**config.mk**
```make
export PLATFORM = sky130hd
export DESIGN_NAME = capture_pair_frequency_meter_core
export DESIGN_NICKNAME = d
export VERILOG_FILES = /design/src/hdl/cpfm_pkg.sv /design/src/hdl/capture_pair_frequency_meter_core.sv
export SDC_FILE = /design/constraint.sdc
export NUM_CORES = 1
export LEC_CHECK = 0
export ABC_CLOCK_PERIOD_IN_PS = 7300
export BUFFER_PORTS_ARGS = -buffer_cell sky130_fd_sc_hd__buf_2
export CELL_PAD_IN_SITES_DETAIL_PLACEMENT = 0
export CELL_PAD_IN_SITES_GLOBAL_PLACEMENT = 1
export CORE_MARGIN = 3
export CORE_UTILIZATION = 50
export DETAILED_ROUTE_END_ITERATION = 7
export PLACE_DENSITY = 0.85
export SKIP_LAST_GASP = 1
export SLEW_MARGIN = 20
export SYNTH_ARGS = -nofsm -noshare
export SYNTH_HDL_FRONTEND = slang
export SYNTH_SLANG_ARGS = --single-unit
```
**constraint.sdc**
```tcl
create_clock -name clk -period 7.3 [get_ports clk]
set_input_delay 1.46 -clock clk [delete_from_list [all_inputs] [get_ports clk]]
set_output_delay 1.46 -clock clk [all_outputs]
set_load 0.1 [all_outputs]
```
**src/hdl/cpfm_pkg.sv**
```systemverilog
// Shared constants for the capture pair frequency meter.
package cpfm_pkg;

  localparam int RATE_W         = 40;
  localparam int STAMP_BITS_DEF = 16;
  localparam int CFG_IDX_W      = 2;
  localparam int CFG_W          = 40;
  localparam int DIV_CNT_W      = $clog2(RATE_W);

  // 168 MHz / 2564 in Q.8, rounded
  localparam logic [RATE_W-1:0] RATE_RESET = 40'd16773791;

  localparam logic [CFG_IDX_W-1:0] CFG_RATE = 2'd0;
  localparam logic [CFG_IDX_W-1:0] CFG_TOP  = 2'd1;

endpackage

```
**src/hdl/capture_pair_frequency_meter_core.sv**
```systemverilog
// Capture pair frequency meter: pairs timestamps, forms the tick period, divides the rate.
// Sequence after the second word of a pair: period calc, 40 restoring-divide steps,
//   load to output register; equal stamps skip the divide steps.
// Input: a first word is taken without a stall; a second word blocks input until its result
//   is loaded (out_stall can delay that), as the single bit-serial subtract/compare unit serves one pair at a time.
// Reset (rst_n low, synchronous): disarmed, idle, no result, rate 168e6/2564 Hz Q.8, top all ones.
module capture_pair_frequency_meter_core #(
  parameter int STAMP_BITS = cpfm_pkg::STAMP_BITS_DEF
) (
  input  logic                          clk,
  input  logic                          rst_n,
  // config write port
  input  logic                          cfg_wr_en,
  input  logic [cpfm_pkg::CFG_IDX_W-1:0] cfg_index,
  input  logic [cpfm_pkg::CFG_W-1:0]    cfg_wdata,
  // capture words in
  input  logic                          in_valid,
  output logic                          in_stall,
  input  logic [STAMP_BITS-1:0]         in_capture_stamp,
  // measurement words out
  output logic                          out_valid,
  input  logic                          out_stall,
  output logic [cpfm_pkg::RATE_W-1:0]   out_frequency_q8,
  output logic [STAMP_BITS:0]           out_period_ticks,
  output logic                          out_equal_stamps_error
);

  localparam int RW = cpfm_pkg::RATE_W;
  localparam int PW = STAMP_BITS + 1;   // period width
  localparam int CW = cpfm_pkg::DIV_CNT_W;
  localparam logic [CW-1:0] LAST_BIT = CW'(RW - 1);

  // sequencer states, one-hot
  typedef enum logic [3:0] {
    ST_IDLE = 4'b0001,
    ST_CALC = 4'b0010,
    ST_DIV  = 4'b0100,
    ST_DONE = 4'b1000
  } state_t;

  state_t                state_r, state_nxt;

  // configuration
  logic [RW-1:0]         rate_r;
  logic [STAMP_BITS-1:0] top_r;

  // pairing state
  logic                  armed_r;
  logic [STAMP_BITS-1:0] first_r;
  logic [STAMP_BITS-1:0] second_r;

  // divider datapath
  logic [PW-1:0]         period_r, period_nxt;
  logic [PW-1:0]         rem_r, rem_nxt;
  logic [RW-1:0]         dq_r, dq_nxt;       // dividend shifts out, quotient shifts in
  logic [CW-1:0]         cnt_r, cnt_nxt;
  logic                  err_r, err_nxt;

  // output register
  logic                  out_valid_r;
  logic [RW-1:0]         out_freq_r;
  logic [PW-1:0]         out_period_r;
  logic                  out_err_r;

  logic                  in_acc;
  logic                  out_load;
  logic [PW-1:0]         period_calc;
  logic [PW:0]           trial;
  logic                  trial_ge;

  // Only the idle sequencer takes a word; a first capture just arms.
  assign in_stall = (state_r != ST_IDLE);
  assign in_acc   = in_valid && !in_stall;

  // Output register frees up when empty or being taken this cycle.
  assign out_load = (state_r == ST_DONE) && (!out_valid_r || !out_stall);

  // Tick difference; the wrap case is taken modulo 2^PW.
  always_comb begin
    unique if (second_r > first_r) begin
      period_calc = {1'b0, second_r} - {1'b0, first_r};
    end else if (second_r < first_r) begin
      period_calc = {1'b0, top_r} - {1'b0, first_r} + {1'b0, second_r} + PW'(1);
    end else begin
      period_calc = '0;
    end
  end

  // Shared restoring-divide step: one compare/subtract per cycle.
  assign trial    = {rem_r, dq_r[RW-1]};
  assign trial_ge = (trial >= {1'b0, period_r});

  always_comb begin
    state_nxt  = state_r;
    period_nxt = period_r;
    rem_nxt    = rem_r;
    dq_nxt     = dq_r;
    cnt_nxt    = cnt_r;
    err_nxt    = err_r;
    unique case (state_r)
      ST_IDLE: begin
        if (in_acc && armed_r) begin
          state_nxt = ST_CALC;
        end
      end
      ST_CALC: begin
        period_nxt = period_calc;
        rem_nxt    = '0;
        dq_nxt     = rate_r;
        cnt_nxt    = '0;
        err_nxt    = (period_calc == '0);
        state_nxt  = (period_calc == '0) ? ST_DONE : ST_DIV;
      end
      ST_DIV: begin
        rem_nxt = trial_ge ? PW'(trial - {1'b0, period_r}) : PW'(trial);
        dq_nxt  = {dq_r[RW-2:0], trial_ge};
        cnt_nxt = cnt_r + CW'(1);
        if (cnt_r == LAST_BIT) begin
          state_nxt = ST_DONE;
        end
      end
      ST_DONE: begin
        if (out_load) begin
          state_nxt = ST_IDLE;
        end
      end
      default: begin
        state_nxt = ST_IDLE;
      end
    endcase
  end

  // control state
  always_ff @(posedge clk) begin
    if (!rst_n) begin
      state_r     <= ST_IDLE;
      armed_r     <= 1'b0;
      out_valid_r <= 1'b0;
      rate_r      <= cpfm_pkg::RATE_RESET;
      top_r       <= '1;
    end else begin
      state_r <= state_nxt;
      if (in_acc) begin
        armed_r <= !armed_r;
      end
      if (out_load) begin
        out_valid_r <= 1'b1;
      end else if (!out_stall) begin
        out_valid_r <= 1'b0;
      end
      if (cfg_wr_en) begin
        unique case (cfg_index)
          cpfm_pkg::CFG_RATE: rate_r <= cfg_wdata[RW-1:0];
          cpfm_pkg::CFG_TOP:  top_r  <= cfg_wdata[STAMP_BITS-1:0];
          default: ;
        endcase
      end
    end
  end

  // payload registers
  always_ff @(posedge clk) begin
    if (in_acc) begin
      if (armed_r) begin
        second_r <= in_capture_stamp;
      end else begin
        first_r <= in_capture_stamp;
      end
    end
    period_r <= period_nxt;
    rem_r    <= rem_nxt;
    dq_r     <= dq_nxt;
    cnt_r    <= cnt_nxt;
    err_r    <= err_nxt;
    if (out_load) begin
      out_freq_r   <= err_r ? '0 : dq_r;
      out_period_r <= err_r ? '0 : period_r;
      out_err_r    <= err_r;
    end
  end

  assign out_valid              = out_valid_r;
  assign out_frequency_q8       = out_freq_r;
  assign out_period_ticks       = out_period_r;
  assign out_equal_stamps_error = out_err_r;

`ifndef SYNTHESIS
  // error results carry zero frequency and period
  a_err_zero: assert property (@(posedge clk) disable iff (!rst_n)
    (out_valid_r && out_err_r) |-> (out_freq_r == '0 && out_period_r == '0))
    else $error("error result with nonzero payload");

  // a good result never has a zero period
  a_period_nz: assert property (@(posedge clk) disable iff (!rst_n)
    (out_valid_r && !out_err_r) |-> (out_period_r != '0))
    else $error("zero period without error flag");

  // divide step count stays in range
  a_cnt_range: assert property (@(posedge clk) disable iff (!rst_n)
    (state_r == ST_DIV) |-> (cnt_r <= LAST_BIT))
    else $error("divide counter overran");

  // nonzero period always goes through the divider
  a_calc_div: assert property (@(posedge clk) disable iff (!rst_n)
    (state_r == ST_CALC && period_calc != '0) |=> (state_r == ST_DIV))
    else $error("divider skipped");

  // a second capture starts the sequencer
  a_pair_start: assert property (@(posedge clk) disable iff (!rst_n)
    (in_acc && armed_r) |=> (state_r == ST_CALC && !armed_r))
    else $error("second capture did not start a measurement");
`endif

endmodule

```
# Yosys cells after proc, flatten, opt, wreduce, memory -nomap -nowiden
# Index checks and enable logic that the tools add are counted.
dict set report word_totals {
  inputBits 63
  out_inout_bits 60
  latchBits 0
  mem_count 0
  ram_bits 0
  mem_bits_ro 0
  register_bits 233
}
dict set report classes {
  muxes 13
  add_sub_neg 6
  n_div 0
  n_eq_ne 11
  reduce_logical 16
  n_shift 0
  bitwise 1
  n_mul 0
  magnitude_cmp 3
}
# cell n
set op_table {}
lappend op_table {{$pmux 40 s2} 1}
lappend op_table {{$mux 17} 3}
lappend op_table {{$pmux 17 s2} 1}
lappend op_table {{$sub 16x16->17} 2}
lappend op_table {{$ge 18x17->1} 1}
lappend op_table {{$add 17x1->17 const B} 1}
lappend op_table {{$add 17x16->17} 1}
lappend op_table {{$logic_not 17->1} 1}
lappend op_table {{$sub 17x17->17} 1}
lappend op_table {{$gt 16x16->1} 1}
lappend op_table {{$lt 16x16->1} 1}
lappend op_table {{$mux 4} 4}
lappend op_table {{$pmux 4 s4} 1}
lappend op_table {{$pmux 6 s2} 1}
lappend op_table {{$reduce_and 2->1} 4}
lappend op_table {{$add 6x1->6 const B} 1}
lappend op_table {{$eq 6x6->1 const B} 1}
lappend op_table {{$ne 2x2->1 const B} 3}
lappend op_table {{$eq 4x1->1 const B} 1}
lappend op_table {{$eq 4x2->1 const B} 1}
lappend op_table {{$eq 4x3->1 const B} 1}
lappend op_table {{$eq 4x4->1 const B} 1}
lappend op_table {{$logic_not 1->1} 4}
lappend op_table {{$ne 4x1->1 const B} 1}
lappend op_table {{9 further kinds} 12}

# Longest topological paths before layout
dict set report depth {
  depth_word 8
  depth_mapped 15
  depth_no_buf 15
}

# Least setup slack after synthesis
# Ideal clock, no wire load.
dict set report synth_timing {
  path_kind {input port to flip-flop}
  startpoint {input port out_stall}
  endpoint {register out_err_r, in the netlist out_equal_stamps_error (enable)}
  arrival_ns 4.305
  setup_slack_ns 2.502
  cell_stages 1
  path_buffers 0
  setup_ns 0.493
  path_cell_list {a21oi_1}
}
dict set report synth_via {
  elab_chain_cells 3
}
# element line
set synth_rtl {}
lappend synth_rtl {{start: declaration} capture_pair_frequency_meter_core.sv:22} ;# input logic out_stall,
lappend synth_rtl {{$logic_not 1->1} -}
lappend synth_rtl {{$logic_or 1x1->1} capture_pair_frequency_meter_core.sv:76} ;# assign out_load = (state_r == ST_DONE) && (!out_valid_r || !out_stall);
lappend synth_rtl {{$logic_and 1x1->1} capture_pair_frequency_meter_core.sv:76}
lappend synth_rtl {{end signal: assignment} capture_pair_frequency_meter_core.sv:178} ;# out_err_r <= err_r;
lappend synth_rtl {{end: declaration} capture_pair_frequency_meter_core.sv:63} ;# logic out_err_r;
# Every way passes these cells.
# A chain may end at the register's enable or synchronous reset.

# Final worst setup path
dict set report layout_timing {
  startpoint {register first_r[0]}
  endpoint {register state_r[2]}
}
dict set report layout_via {
  elab_chain_cells 8
}
# element line
set layout_rtl {}
lappend layout_rtl {{start: declaration} capture_pair_frequency_meter_core.sv:49} ;# logic [STAMP_BITS-1:0] first_r;
lappend layout_rtl {{start signal: assignment} capture_pair_frequency_meter_core.sv:167} ;# first_r <= in_capture_stamp;
lappend layout_rtl {{$sub 16x16->17} capture_pair_frequency_meter_core.sv:83} ;# period_calc = {1'b0, top_r} - {1'b0, first_r} + {1'b0, second_r} + PW'(1);
lappend layout_rtl {{$add 17x16->17} capture_pair_frequency_meter_core.sv:83}
lappend layout_rtl {{$add 17x1->17} capture_pair_frequency_meter_core.sv:83}
lappend layout_rtl {{$mux 17} capture_pair_frequency_meter_core.sv:82} ;# end else if (second_r < first_r) begin
lappend layout_rtl {{$mux 17 *} capture_pair_frequency_meter_core.sv:80} ;# unique if (second_r > first_r) begin
lappend layout_rtl {{$logic_not 17->1 *} capture_pair_frequency_meter_core.sv:112} ;# state_nxt = (period_calc == '0) ? ST_DONE : ST_DIV;
lappend layout_rtl {{$mux 4 *} capture_pair_frequency_meter_core.sv:112}
lappend layout_rtl {{$pmux 4 s4 *} capture_pair_frequency_meter_core.sv:100} ;# unique case (state_r)
lappend layout_rtl {{end signal: assignment} capture_pair_frequency_meter_core.sv:142} ;# state_r <= state_nxt;
lappend layout_rtl {{end: declaration} capture_pair_frequency_meter_core.sv:41} ;# state_t state_r, state_nxt;
# Every way passes the cells marked *; elsewhere a longest branch is shown, timed or not.

==> metrics.md <==
| Metric | Value |
|---|---|
| Root Buffer | clkbuf_16 |
| Clock sinks | approximately 230 |
| IO Pins | roughly 120 |
| Crit end category | flip-flop |
| Post-Route Setup TNS | 0 ps |
| Iteration count of the initial detailed-routing pass | 5 |
| Number of global-route vias before repair | about 8600 |
| Number of fillers in the final layout | just over 2000 |
| Fin cells | about 1700 |
| Sequential share of the synthesized area | a little over half |
| Via Count | 8976 |
| Tot GR Track Use | around a fifth |
| Outcome | completed |
| Via/cell ratio | between 5 and 6 |
| DP Wirelength | slightly below 20000 µm |
| Crit path DAT | about 4500 ps |
| Routability cong. | 0.9309 |
| CTS tree | built |
| Final Hold Viols | 0 |
| Clock latency on the worst-skew pair | around 530 ps |
| Peak supply drop | 184.1 µV |
| Pwr/cell area | 283.3 nW/µm² |
| Max-slew violations | 0 |
| Post-CTS Repair Setup Buffers | 0 |
| Worst reg2reg startpoint | first_r[0]$_DFFE_PP_ |
| Layout cells sized above 1 | ~15% |
| Total gr overflow | 0 |
| Placed Cells | 1628 |
| Synthesized area per cell | 9.983 µm² |
| Startpoint types | flip-flop |
| Final period util | between 50% and 60% |
| Synth Instances | between 1000 and 1500 |
| DR iter-0 viols | about 560 |
| Max Clock Skew | approximately 15 ps |
| Worst Tran Pin Value | 979.3 ps |
| TritonCTS buffer count | 26 |
| # setup viols final | 0 |
| Place WS | roughly 3200 ps |
| RSZ-0062 raised after global routing | no |
| Worst hold start | rate_r[35]$_SDFFE_PN0P_ |
| Largest net degree at the start of global routing | between 60 and 70 |
| Hold_buf cts | 0 |
| HP Class | reg -> reg |
| R2R setup slack | about 3200 ps |
| Fin worst setup slack | between 3000 and 4000 ps |
| Main synth FF type | edfxtp_1 |
| Pleak | ~5.9 nW |
| Die width | around 160 µm |
| Final hold slack | 468.4 ps |
| Die area | between 20000 and 30000 µm² |
| CP max FO | 3 |
| Slew HR | about a third |
| P&R area growth vs syn | 14.02% |
| Final min period | just over 4000 ps |
| CP Class | reg -> reg |
| Routed WL | between 20000 and 30000 µm |
| Worst-path clk slew | about 60 ps |
| Residual DRC | 0 |
| WL per Instance | approximately 16 µm |
| Netlist cell types | 70 |
| # rows | 56 |
| FMAX | 243.7 MHz |
| Initial Util | about half |
| I/O Buffers | 122 |
| Post-synth ARST share | 0% |
| Synth Register Bits | between 200 and 250 |
| Beginning of the critical path | first_r[0]$_DFFE_PP_ |
| Post-DRT Antenna Nets | 0 |
| Final #Nets | about 1500 |
| H-Tree Depth | 1 |
| Global-route wire length before repair | 43980 µm |
| Resized cells post-CTS | 0 |
| Core Footprint | roughly 24000 µm² |
| Max-cap viol count | 0 |
| Mapped Area | between 10000 and 15000 µm² |
| Vert. Die Dim | about 160 µm |
| Design Power | ~4.0 mW |
| Syn nets | between 1000 and 1500 |
| Worst EP required | slightly below 8000 ps |
| Number of synthesized flops with an enable pin | ~170 |
| Antenna violations before repair | 1 |
| CTS Buffer Depth | 3 |
| Total number of yosys warnings | 0 |
## final cells by class
cell class                      instances  area (µm²)  area share [%]
Clock inverter                         13       85.08          0.6102
Clock buffer                           35       704.4           5.052
Tap cell                              319       399.1           2.863
Timing Repair Buffer                  134       704.4           5.052
Multi-Input combinational cell        828        5240           37.58
Inverter                              115       431.7           3.096
Sequential cell                       233        6376           45.73
Antenna cell                            1       2.502         0.01795
## routing by layer
layer  routed length [µm]  global-route usage [%]  vias to the layer above
met2                13090                   34.06                      198
met1                12270                   29.02                     4253
li1                     -                       -                     4489
met5                    0                       0                        -
met3                 1299                   2.340                       36
met4                  576                   4.847                        0
## layout by cell type, fill, tap and decap left out, types with 7 or more instances in the layout
cell type  instances
nand3_1           34
or3b_2            12
mux2i_1            8
buf_2            122
a21oi_1           53
a21boi_0          26
or3_1              9
inv_1            115
o211ai_1          24
nor2_1            58
and3_1             8
a211oi_1           8
clkbuf_16         26
clkinv_2           8
a21o_1            11
buf_4             11
nand4_1            8
nor3_1            18
nand2b_1           9
nand2_1          262
ha_1              52
fa_1              18
dfxtp_1           62
nor2b_1           45
xnor2_1           13
clkbuf_1           7
edfxtp_1         171
xor2_1            13
o21ai_0           39
## cells by family (layout without fill, tap and decap cells)
logic type	count (synthesis)	count (layout)	share of synthesized area, %
multiplexers	12	12	1.023
buffers and inverters	164	297	5.249
AND/OR/NAND/NOR	503	503	19.43
adder cells (fa/ha/maj)	70	70	8.267
AO/OA/AOI/OAI	217	217	12.03
other	0	1	0
flip-flops	233	233	52.14
XOR/XNOR	26	26	1.862
## Yosys cell counts, types with 6 or more instances
library cell / number / area [µm²]
nand2_1: 262 / 983.4
edfxtp_1: 171 / 5135
inv_1: 115 / 431.7
dfxtp_1: 62 / 1241
nor2_1: 58 / 217.7
a21oi_1: 54 / 270.3
ha_1: 52 / 650.6
clkbuf_1: 46 / 172.7
nor2b_1: 45 / 281.5
o21ai_0: 39 / 195.2
nand3_1: 34 / 170.2
a21boi_0: 26 / 195.2
o211ai_1: 24 / 180.2
fa_1: 18 / 360.4
nor3_1: 18 / 90.09
xnor2_1: 13 / 113.9
xor2_1: 13 / 113.9
or3b_2: 12 / 105.1
a21o_1: 11 / 82.58
nand2b_1: 9 / 56.30
or3_1: 9 / 56.30
a211oi_1: 8 / 60.06
and3_1: 8 / 50.05
mux2i_1: 8 / 80.08
nand4_1: 8 / 50.05
o21a_1: 6 / 45.04
o22ai_1: 6 / 37.54
## worst paths after layout
kind,endpoint,depth (start not counted)
setup / recovery,state_r[2]$_SDFFE_PN0P_,15
hold reg to reg,rate_r[35]$_SDFFE_PN0P_,2
hold / removal,rate_r[35]$_SDFFE_PN0P_,2
setup reg to reg,state_r[2]$_SDFFE_PN0P_,15
## metrics by stage
step	utilization, %	area (µm²)
2_1_floorplan	-	12230
3_3_place_gp	55.32	13140
3_5_place_dp	55.32	13140
4_1_cts	58.64	13930
5_1_grt	58.70	13940
6_report	58.70	13940
## sequential cells by signal (all words and copies together), names as in the netlist, 6 cells and up
name              flops
rate_r               40
top_r                16
out_period_ticks     17
dq_r                 40
rem_r                17
second_r             16
cnt_r                 6
out_frequency_q8     40
first_r              16
period_r             17
## critical path: stages, from the launching register on
cell,delay (ps)
edfxtp_1,350
inv_1,60
fa_1,540
inv_1,60
ha_1,210
or2_2,320
fa_1,420
a211oi_1,300
o21a_1,210
o32ai_1,120
o41ai_1,400
nor4b_1,100
nor3b_1,320
nand4_1,130
nor4_1,310
o21ai_0,140
## power breakdown
part           switching, mW  total [mW]  internal (mW)
registers             0.0420        1.58           1.53
clock network          0.515        1.20          0.681
logic                  0.729        1.18          0.450
total                   1.29        3.95           2.66
No activity file was read; power rests on OpenSTA's default activity.
